<file path="src/design/sha256md_pkg.sv">
package sha256md_pkg;

  typedef enum logic [2:0] {
    ST_IDLE,
    ST_PAD,
    ST_LOAD,
    ST_ROUND,
    ST_FOLD,
    ST_OUT
  } state_t;

  localparam logic [7:0] PAD_MARKER = 8'h80;
  localparam logic [5:0] LEN_START  = 6'd56;
  localparam logic [5:0] BLOCK_LAST = 6'd63;

  localparam logic [31:0] INIT_HASH [8] = '{
    32'h6a09e667, 32'hbb67ae85, 32'h3c6ef372, 32'ha54ff53a,
    32'h510e527f, 32'h9b05688c, 32'h1f83d9ab, 32'h5be0cd19
  };

  localparam logic [31:0] ROUND_K [64] = '{
    32'h428a2f98, 32'h71374491, 32'hb5c0fbcf, 32'he9b5dba5,
    32'h3956c25b, 32'h59f111f1, 32'h923f82a4, 32'hab1c5ed5,
    32'hd807aa98, 32'h12835b01, 32'h243185be, 32'h550c7dc3,
    32'h72be5d74, 32'h80deb1fe, 32'h9bdc06a7, 32'hc19bf174,
    32'he49b69c1, 32'hefbe4786, 32'h0fc19dc6, 32'h240ca1cc,
    32'h2de92c6f, 32'h4a7484aa, 32'h5cb0a9dc, 32'h76f988da,
    32'h983e5152, 32'ha831c66d, 32'hb00327c8, 32'hbf597fc7,
    32'hc6e00bf3, 32'hd5a79147, 32'h06ca6351, 32'h14292967,
    32'h27b70a85, 32'h2e1b2138, 32'h4d2c6dfc, 32'h53380d13,
    32'h650a7354, 32'h766a0abb, 32'h81c2c92e, 32'h92722c85,
    32'ha2bfe8a1, 32'ha81a664b, 32'hc24b8b70, 32'hc76c51a3,
    32'hd192e819, 32'hd6990624, 32'hf40e3585, 32'h106aa070,
    32'h19a4c116, 32'h1e376c08, 32'h2748774c, 32'h34b0bcb5,
    32'h391c0cb3, 32'h4ed8aa4a, 32'h5b9cca4f, 32'h682e6ff3,
    32'h748f82ee, 32'h78a5636f, 32'h84c87814, 32'h8cc70208,
    32'h90befffa, 32'ha4506ceb, 32'hbef9a3f7, 32'hc67178f2
  };

endpackage

</file>
<file path="src/design/sha256_message_digest.sv">
// SHA-256 streaming hasher, one message byte per request.
// Each full block goes through load, 64 rounds and fold.
// Closing request: pads one byte per cycle, then load/rounds/fold per block, then 8 words.
// No new message byte is taken while a block is hashed; requests stall until it is through.
// Reset (rst, synchronous, active high): initial hash, empty buffer, length zero, idle.
module sha256_message_digest (
  input  logic        clk,
  input  logic        rst,
  // message request channel
  input  logic        msg_valid,
  output logic        msg_stall,
  input  logic [7:0]  message_byte,
  input  logic        byte_present,
  input  logic        last_of_message,
  // digest request channel
  output logic        digest_valid,
  input  logic        digest_stall,
  output logic [31:0] digest_word,
  output logic [2:0]  word_index,
  output logic        last_word
);
  import sha256md_pkg::*;

  // Sequencer and control registers
  state_t      state, state_next;
  logic [5:0]  fill;          // bytes held in the current block
  logic [63:0] bit_length;    // message length in bits, wraps
  logic        pad_pending;   // closing request seen, padding still to do
  logic        marker_done;   // 0x80 byte already placed
  logic        len_ok;        // current block carries the length field
  logic [5:0]  round_cnt;
  logic [2:0]  out_idx;

  // Datapath registers
  logic [23:0] acc;           // partial big-endian word being packed
  logic [31:0] window [16];   // block words, then the message schedule
  logic [31:0] work   [8];    // a..h
  logic [31:0] hash   [8];    // chaining value

  logic        msg_take;
  logic        digest_take;
  logic        ins_en;
  logic [7:0]  ins_byte;
  logic        push_word;

  function automatic logic [31:0] rotr(input logic [31:0] x, input int unsigned n);
    rotr = (x >> n) | (x << (32 - n));
  endfunction

  // Round datapath
  logic [31:0] big_s0, big_s1, ch, maj, t1, t2;
  logic [31:0] sm_s0, sm_s1, w_new;

  always_comb begin
    big_s1 = rotr(work[4], 6) ^ rotr(work[4], 11) ^ rotr(work[4], 25);
    ch     = (work[4] & work[5]) ^ (~work[4] & work[6]);
    t1     = work[7] + big_s1 + ch + ROUND_K[round_cnt] + window[0];
    big_s0 = rotr(work[0], 2) ^ rotr(work[0], 13) ^ rotr(work[0], 22);
    maj    = (work[0] & work[1]) ^ (work[0] & work[2]) ^ (work[1] & work[2]);
    t2     = big_s0 + maj;
    // schedule: window holds W[r..r+15]; produce W[r+16]
    sm_s0  = rotr(window[1], 7) ^ rotr(window[1], 18) ^ (window[1] >> 3);
    sm_s1  = rotr(window[14], 17) ^ rotr(window[14], 19) ^ (window[14] >> 10);
    w_new  = sm_s1 + window[9] + sm_s0 + window[0];
  end

  // Byte insertion: a message byte when idle, a padding byte in ST_PAD.
  always_comb begin
    msg_take    = msg_valid && !msg_stall;
    digest_take = digest_valid && !digest_stall;
    ins_en      = (msg_take && byte_present) || (state == ST_PAD);
    if (state != ST_PAD) begin
      ins_byte = message_byte;
    end else if (!marker_done) begin
      ins_byte = PAD_MARKER;
    end else if (len_ok && fill >= LEN_START) begin
      // big-endian length: byte 56 is bits 63:56
      ins_byte = bit_length[{~fill[2:0], 3'b000} +: 8];
    end else begin
      ins_byte = 8'h00;
    end
    push_word = ins_en && (fill[1:0] == 2'b11);
  end

  // Next state
  always_comb begin
    state_next = state;
    case (state)
      ST_IDLE: begin
        if (msg_take) begin
          if (byte_present && fill == BLOCK_LAST) begin
            state_next = ST_LOAD;
          end else if (last_of_message) begin
            state_next = ST_PAD;
          end
        end
      end
      ST_PAD: begin
        if (fill == BLOCK_LAST) begin
          state_next = ST_LOAD;
        end
      end
      ST_LOAD:  state_next = ST_ROUND;
      ST_ROUND: begin
        if (round_cnt == BLOCK_LAST) begin
          state_next = ST_FOLD;
        end
      end
      ST_FOLD: begin
        if (marker_done && len_ok) begin
          state_next = ST_OUT;
        end else if (marker_done || pad_pending) begin
          state_next = ST_PAD;
        end else begin
          state_next = ST_IDLE;
        end
      end
      ST_OUT: begin
        if (digest_take && out_idx == 3'd7) begin
          state_next = ST_IDLE;
        end
      end
      default: state_next = ST_IDLE;
    endcase
  end

  // Handshake and result outputs
  always_comb begin
    msg_stall    = (state != ST_IDLE);
    digest_valid = (state == ST_OUT);
    digest_word  = hash[out_idx];
    word_index   = out_idx;
    last_word    = (out_idx == 3'd7);
  end

  // Control registers
  always_ff @(posedge clk) begin
    if (rst) begin
      state       <= ST_IDLE;
      fill        <= '0;
      bit_length  <= '0;
      pad_pending <= 1'b0;
      marker_done <= 1'b0;
      len_ok      <= 1'b0;
      round_cnt   <= '0;
      out_idx     <= '0;
    end else begin
      state <= state_next;
      if (ins_en) begin
        fill <= fill + 6'd1;  // wraps to 0 on a full block
      end
      if (msg_take && byte_present) begin
        bit_length <= bit_length + 64'd8;
      end
      if (msg_take && last_of_message) begin
        pad_pending <= 1'b1;
      end
      if (state == ST_PAD && !marker_done) begin
        marker_done <= 1'b1;
        len_ok      <= (fill < LEN_START);
      end
      // an extra block always carries the length
      if (state == ST_FOLD && marker_done) begin
        len_ok <= 1'b1;
      end
      if (state == ST_ROUND) begin
        round_cnt <= round_cnt + 6'd1;
      end
      if (digest_take) begin
        out_idx <= out_idx + 3'd1;
        if (out_idx == 3'd7) begin
          // start the next message
          bit_length  <= '0;
          pad_pending <= 1'b0;
          marker_done <= 1'b0;
          len_ok      <= 1'b0;
        end
      end
    end
  end

  // Chaining value
  always_ff @(posedge clk) begin
    if (rst) begin
      for (int i = 0; i < 8; i++) begin
        hash[i] <= INIT_HASH[i];
      end
    end else if (state == ST_FOLD) begin
      for (int i = 0; i < 8; i++) begin
        hash[i] <= hash[i] + work[i];
      end
    end else if (digest_take && out_idx == 3'd7) begin
      for (int i = 0; i < 8; i++) begin
        hash[i] <= INIT_HASH[i];
      end
    end
  end

  // Packing, schedule window and working words
  always_ff @(posedge clk) begin
    if (ins_en) begin
      acc <= {acc[15:0], ins_byte};
    end
    if (push_word) begin
      for (int i = 0; i < 15; i++) begin
        window[i] <= window[i + 1];
      end
      window[15] <= {acc, ins_byte};
    end else if (state == ST_ROUND) begin
      for (int i = 0; i < 15; i++) begin
        window[i] <= window[i + 1];
      end
      window[15] <= w_new;
    end
    if (state == ST_LOAD) begin
      for (int i = 0; i < 8; i++) begin
        work[i] <= hash[i];
      end
    end else if (state == ST_ROUND) begin
      work[7] <= work[6];
      work[6] <= work[5];
      work[5] <= work[4];
      work[4] <= work[3] + t1;
      work[3] <= work[2];
      work[2] <= work[1];
      work[1] <= work[0];
      work[0] <= t1 + t2;
    end
  end

endmodule

</file>
<file path="config.mk">
export PLATFORM = sky130hd
export DESIGN_NAME = sha256_message_digest
export DESIGN_NICKNAME = d
export VERILOG_FILES = /design/src/design/sha256md_pkg.sv /design/src/design/sha256_message_digest.sv
export SDC_FILE = /design/constraint.sdc
export NUM_CORES = 2
export LEC_CHECK = 0
export ABC_CLOCK_PERIOD_IN_PS = 13500
export BUFFER_PORTS_ARGS = -buffer_cell sky130_fd_sc_hd__buf_2
export CAP_MARGIN = 20
export CORE_ASPECT_RATIO = 1.5
export CORE_MARGIN = 2
export CORE_UTILIZATION = 55
export CTS_BUF_LIST = sky130_fd_sc_hd__clkbuf_8
export DETAILED_ROUTE_END_ITERATION = 7
export PLACE_DENSITY = 0.74
export REMOVE_ABC_BUFFERS = 1
export SLEW_MARGIN = 30
export SYNTH_ARGS = -nofsm -noshare
export SYNTH_HDL_FRONTEND = slang
export SYNTH_SLANG_ARGS = --single-unit
</file>
<file path="constraint.sdc">
create_clock -name clk -period 13.5 [get_ports clk]
set_input_delay 0.675 -clock clk [delete_from_list [all_inputs] [get_ports clk]]
set_output_delay 0.675 -clock clk [all_outputs]
set_load 0.1 [all_outputs]
</file>
# Yosys cells after proc, flatten, opt, wreduce, memory -nomap -nowiden
# Memories as Yosys holds them, arrays and structs flattened. A register that Yosys moved wholly into a read port is not among the register bits.
# Index checks and enable logic that the tools add are counted.
word_totals:
  ff_bits: 109
  ramBits: 1024
  romBits: 2048
  in_bits: 14
  word_cells: 229
  n_memories: 4
op_classes:
  n_addsub: 22
  magnitude_cmp: 3
  n_eq_ne: 15
  n_shift: 1
  muxes: 87
  n_bitwise: 69
  n_reduce_logical: 19
memory_table:
  columns: ["memory", "depth", "width", "rd", "rd_clocked_by_memory_dff", "write_ports", "line", "text"]
  rows:
  - ["(no name shown)", 64, 32, 1, 0, 0, "sha256_message_digest.sv:57", "t1 = work[7] + big_s1 + ch + ROUND_K[round_cnt] + window[0];"]
  - ["window", 16, 32, 16, 0, 16, "sha256_message_digest.sv:36", "logic [31:0] window [16];"]
  - ["hash", 8, 32, 9, 1, 8, "sha256_message_digest.sv:38", "logic [31:0] hash [8];"]
  - ["work", 8, 32, 8, 0, 8, "sha256_message_digest.sv:37", "logic [31:0] work [8];"]
op_table:
  columns: ["op", "count"]
  rows:
  - ["two-way mux 32 bit", 42]
  - ["adder 32 bit", 18]
  - ["bitwise XOR 32 bit", 9]
  - ["two-way mux 64 bit", 3]
  - ["AND 32 bit", 5]
  - ["adder 64 x 4 -> 64 bit (second input constant)", 1]
  - ["indexed part select 64 x 7 -> 8 bit", 1]
  - ["bitwise OR 1 bit", 40]
  - ["inverter 32 bit", 1]
  - ["bitwise OR 10 x 32 -> 32 bit", 1]
  - ["bitwise OR 13 x 32 -> 32 bit", 1]
  - ["bitwise OR 14 x 32 -> 32 bit", 1]
  - ["bitwise OR 15 x 32 -> 32 bit", 1]
  - ["bitwise OR 19 x 32 -> 32 bit", 1]
  - ["bitwise OR 21 x 32 -> 32 bit", 1]
  - ["bitwise OR 25 x 32 -> 32 bit", 1]
  - ["bitwise OR 26 x 32 -> 32 bit", 1]
  - ["bitwise OR 30 x 32 -> 32 bit", 1]
  - ["bitwise OR 7 x 32 -> 32 bit", 1]
  - ["bitwise XOR 32 x 22 -> 32 bit", 1]
  - ["bitwise XOR 32 x 29 -> 32 bit", 1]
  - ["two-way mux 1 bit", 29]
  - ["two-way mux 3 bit", 9]
  - ["two-way mux 8 bit", 3]
  - ["23 further kinds", 43]

# Logic depth before layout (Yosys ltp)
# An unclocked memory read counts as a cell.
logic_depth:
  depth_word: 10
  ltp_mapped: 40
  ltp_nobuf: 38

# Worst setup path after synthesis
# OpenSTA, ideal clock, no wires.
synth_path:
  kind: "input to register"
  from: "input port byte_present"
  to: "memory window[0][0], enable pin"
  setup_time_ps: 3632
  t_arrival_ps: 10608
  required_time_ps: 9868
  slack_ps: -740
  cell_stages: 7
  n_path_buf: 3
  path_cell_list: "and3_1 buf_4 or2_2 clkbuf_1 nand2_1 clkbuf_1 nand2_1"
synth_rtl:
  columns: ["item", "line", "text"]
  rows:
  - ["start, declared", "sha256_message_digest.sv:13", "input logic byte_present,"]
  - ["end, declared", "sha256_message_digest.sv:36", null]

==> results.cfg <==
[cells_and_area]
layout_common_cells = 1033 x nand2_1, 920 x edfxtp_1, 462 x a21oi_1
nFillCells = 10200
area_growth_pct = 7.930
final_common_cell = nand2_1
layout.cells.non_filler = 8270
drive_gt1_share_pct = 8.503
final_area_um2 = 74250
nets = 7123

[worst_setup_path]
worstSetupPathType = reg2reg
path_buf_inv = 2
max_stage_delay_ns = 0.87
critPathSlowestCell = a2111oi_1
crit_top_cell = a21oi_1
cp_max_fo = 15
cpLargestDelayFamily = compound AO/OA/AOI/OAI gates
start_kind = flip-flop
critPathArrivalTime_ns = 11.44
worst_ep_required_time_ns = 14.14
end_kind = flip-flop
ff2ff_setup_slack_ns = 2.70

[synthesis]
yosysSeqAreaShare_pct = 46.36
netlist_instances = 6516
ys_ff_latch = 1133
synthTopCellsByArea = edfxtp_1 40%, ha_1 7.2%, dfxtp_1 6.2%
synth_top_area_share_pct = 40.16
synth_area_leader_cell = edfxtp_1
syn_area_um2 = 68790
synth_edf_count = 920
avgSynthCellArea_um2 = 10.56
yosys_warnings = 0
synth-main-ff-cell = edfxtp_1
async_flop_share_pct = 0
netlist-cell-type-count = 95

[die]
die_h_um = 437.1
start_util_pct = 55.50
chipWidth_um = 292.8
dieArea_um2 = 128000
fp-row-count = 158
fp.coreArea_um2 = 124000
io_pins = 52

[clocking]
post-cts-setup-buffer-count = 0
cts_tree = built
clkTransAtPathRegs_ns = 0.07
cts_resized = 0
clk_path_buf_depth = 3
cts_hold_buf = 2
clk_latency_ns = 0.97
cts-htree-levels = 4
cts_inserted_buffers = 173
root_buffer = clkbuf_8
cts.sinks = 1133

[detailed_routing]
drt_iter0_drc = 4672
vias = 51364
postRouteAntennaNets = 0
wl_per_cell_um = 26.19
drc = 0
drt_wl_total_mm = 216.6
vias_per_cell = 6.211
dr.pass1.iters = 7

[sta]
tightest_slew_ns = 1.084
min_period_over_period_pct = 80.00
final_hold_viol_count = 0
fin_skew_ns = 0.06307
min_period_ns = 10.80
fin_tns_setup_ns = 0
maxSlewHeadroom_pct = 26.95
slew_viol_final = 0
setup_viol = 0
rsz0062_at_grt = no
fmax_mhz = 92.59

[global_routing]
grt-ovfl-total = 0
busiest_layer = met2
grt_max_degree = 161
use_met2_pct = 57.74
grt_use_met3_pct = 5.551
grt_pass1_wl_mm = 319.4
grt_util_all_layers_pct = 33.69
grtUsageMet1_pct = 37.53
antenna_found_initial = 1
grt_pass1_vias = 50940

[power_and_ir_drop]
power_density_nw_per_um2 = 233.8
ir_worst_vdd_mv = 0.4031
p_leak_nw = 27.70

[place]
dpl.cell_count = 7942
place_congestion = 1.017
dpl_cell_area_um2 = 70610
post-dp-hpwl_mm = 161.8
io_buffer_count = 51

[min_path]
hold_class = in2reg

[outcome]
status = finished clean

[run]
maxCapViolCount = 0
==> through the flow <==
stage | total power, mW | util [%] | setup slack (ns) | hold slack (ns)
floorplan | 11.54 | - | -11.40 | 0.4003
global placement | 14.12 | 56.93 | 2.909 | 0.4001
detailed placement | 14.21 | 56.97 | 2.988 | 0.4045
CTS | 17.29 | 59.88 | 2.942 | 0.08522
global route | 18.46 | 59.90 | 2.362 | 0.1269
finish | 17.36 | 59.90 | 2.699 | 0.1412
==> power by group <==
| part | internal [mW] | leakage, nW | switching, mW |
|---|---|---|---|
| clock | 1.53 | 2.00 | 1.49 |
| sequential | 4.10 | 9.70 | 0.201 |
| combinational | 3.92 | 16.0 | 6.12 |
==> final timing paths <==
| check | startpoint | to | depth (start not counted) |
|---|---|---|---|
| hold reg to reg | window[0][286] | window[0][254] | 0 |
| setup / recovery | round_cnt[0] | work[0][30] | 33 |
| hold / removal | message_byte[7] | acc[7] | 2 |
| setup reg to reg | round_cnt[0] | work[0][30] | 33 |
==> area by class of cell <==
cell class	count	area (µm²)	area share, %
inverter	254	958.4	1.291
clock inverter	146	1145	1.542
multi-input combinational	4832	34900	47.00
tap	1600	2002	2.696
clock buffer	178	2450	3.300
antenna	2	5.005	0.006741
sequential	1133	31910	42.97
timing repair buffer	125	880.8	1.186
==> registers in the layout, indices dropped and copies added (netlist names), named ones only <==
name	count
acc	24
bit_length	61
fill	6
hash	256
len_ok	1
marker_done	1
pad_pending	1
round_cnt	6
state	3
window	512
word_index	3
work	256
==> cell families after synthesis <==
logic type               Yosys count  synth area share [%]
AO/OA/AOI/OAI                   1456                 13.03
multiplexers                     162                 3.910
flip-flops                      1133                 46.36
XOR/XNOR                         630                 8.021
buffers and inverters            551                 3.030
AND/OR/NAND/NOR                 1972                 12.47
adder cells (fa/ha/maj)          612                 13.18
==> cell usage after synthesis, types with 23 or more instances <==
library cell / instances
and3_1: 39
o21bai_1: 42
a31oi_1: 40
edfxtp_1: 920
dfxtp_1: 213
or3_1: 44
and2_1: 24
buf_1: 45
mux2_2: 54
o21ai_0: 406
a21o_1: 160
nor2_1: 409
a211oi_1: 59
fa_1: 195
xor2_1: 237
o21a_1: 50
inv_1: 251
clkbuf_1: 248
nor2b_1: 50
nand3_1: 113
ha_1: 395
nand4_1: 23
mux4_2: 80
nor3_1: 100
mux2i_1: 28
nand2_1: 1036
a21oi_1: 463
o211ai_1: 29
nand2b_1: 70
xnor2_1: 393
==> metal layers <==
metal	routed length, µm	vias to the layer above
li1	-	23319
met2	106500	2293
met1	75740	25021
met3	14770	731
met4	19560	0
met5	0	-
==> worst register-to-register path: cells and delay by family, from the launching register on <==
family / cells / cell delay [ns]
compound gates: 16 / 4.68
flops: 1 / 0.33
buf+inv: 2 / 0.55
xor+xnor: 2 / 0.37
fa+ha+maj: 8 / 3.69
simple gates: 5 / 0.91
No activity file was read; power rests on OpenSTA's default activity.
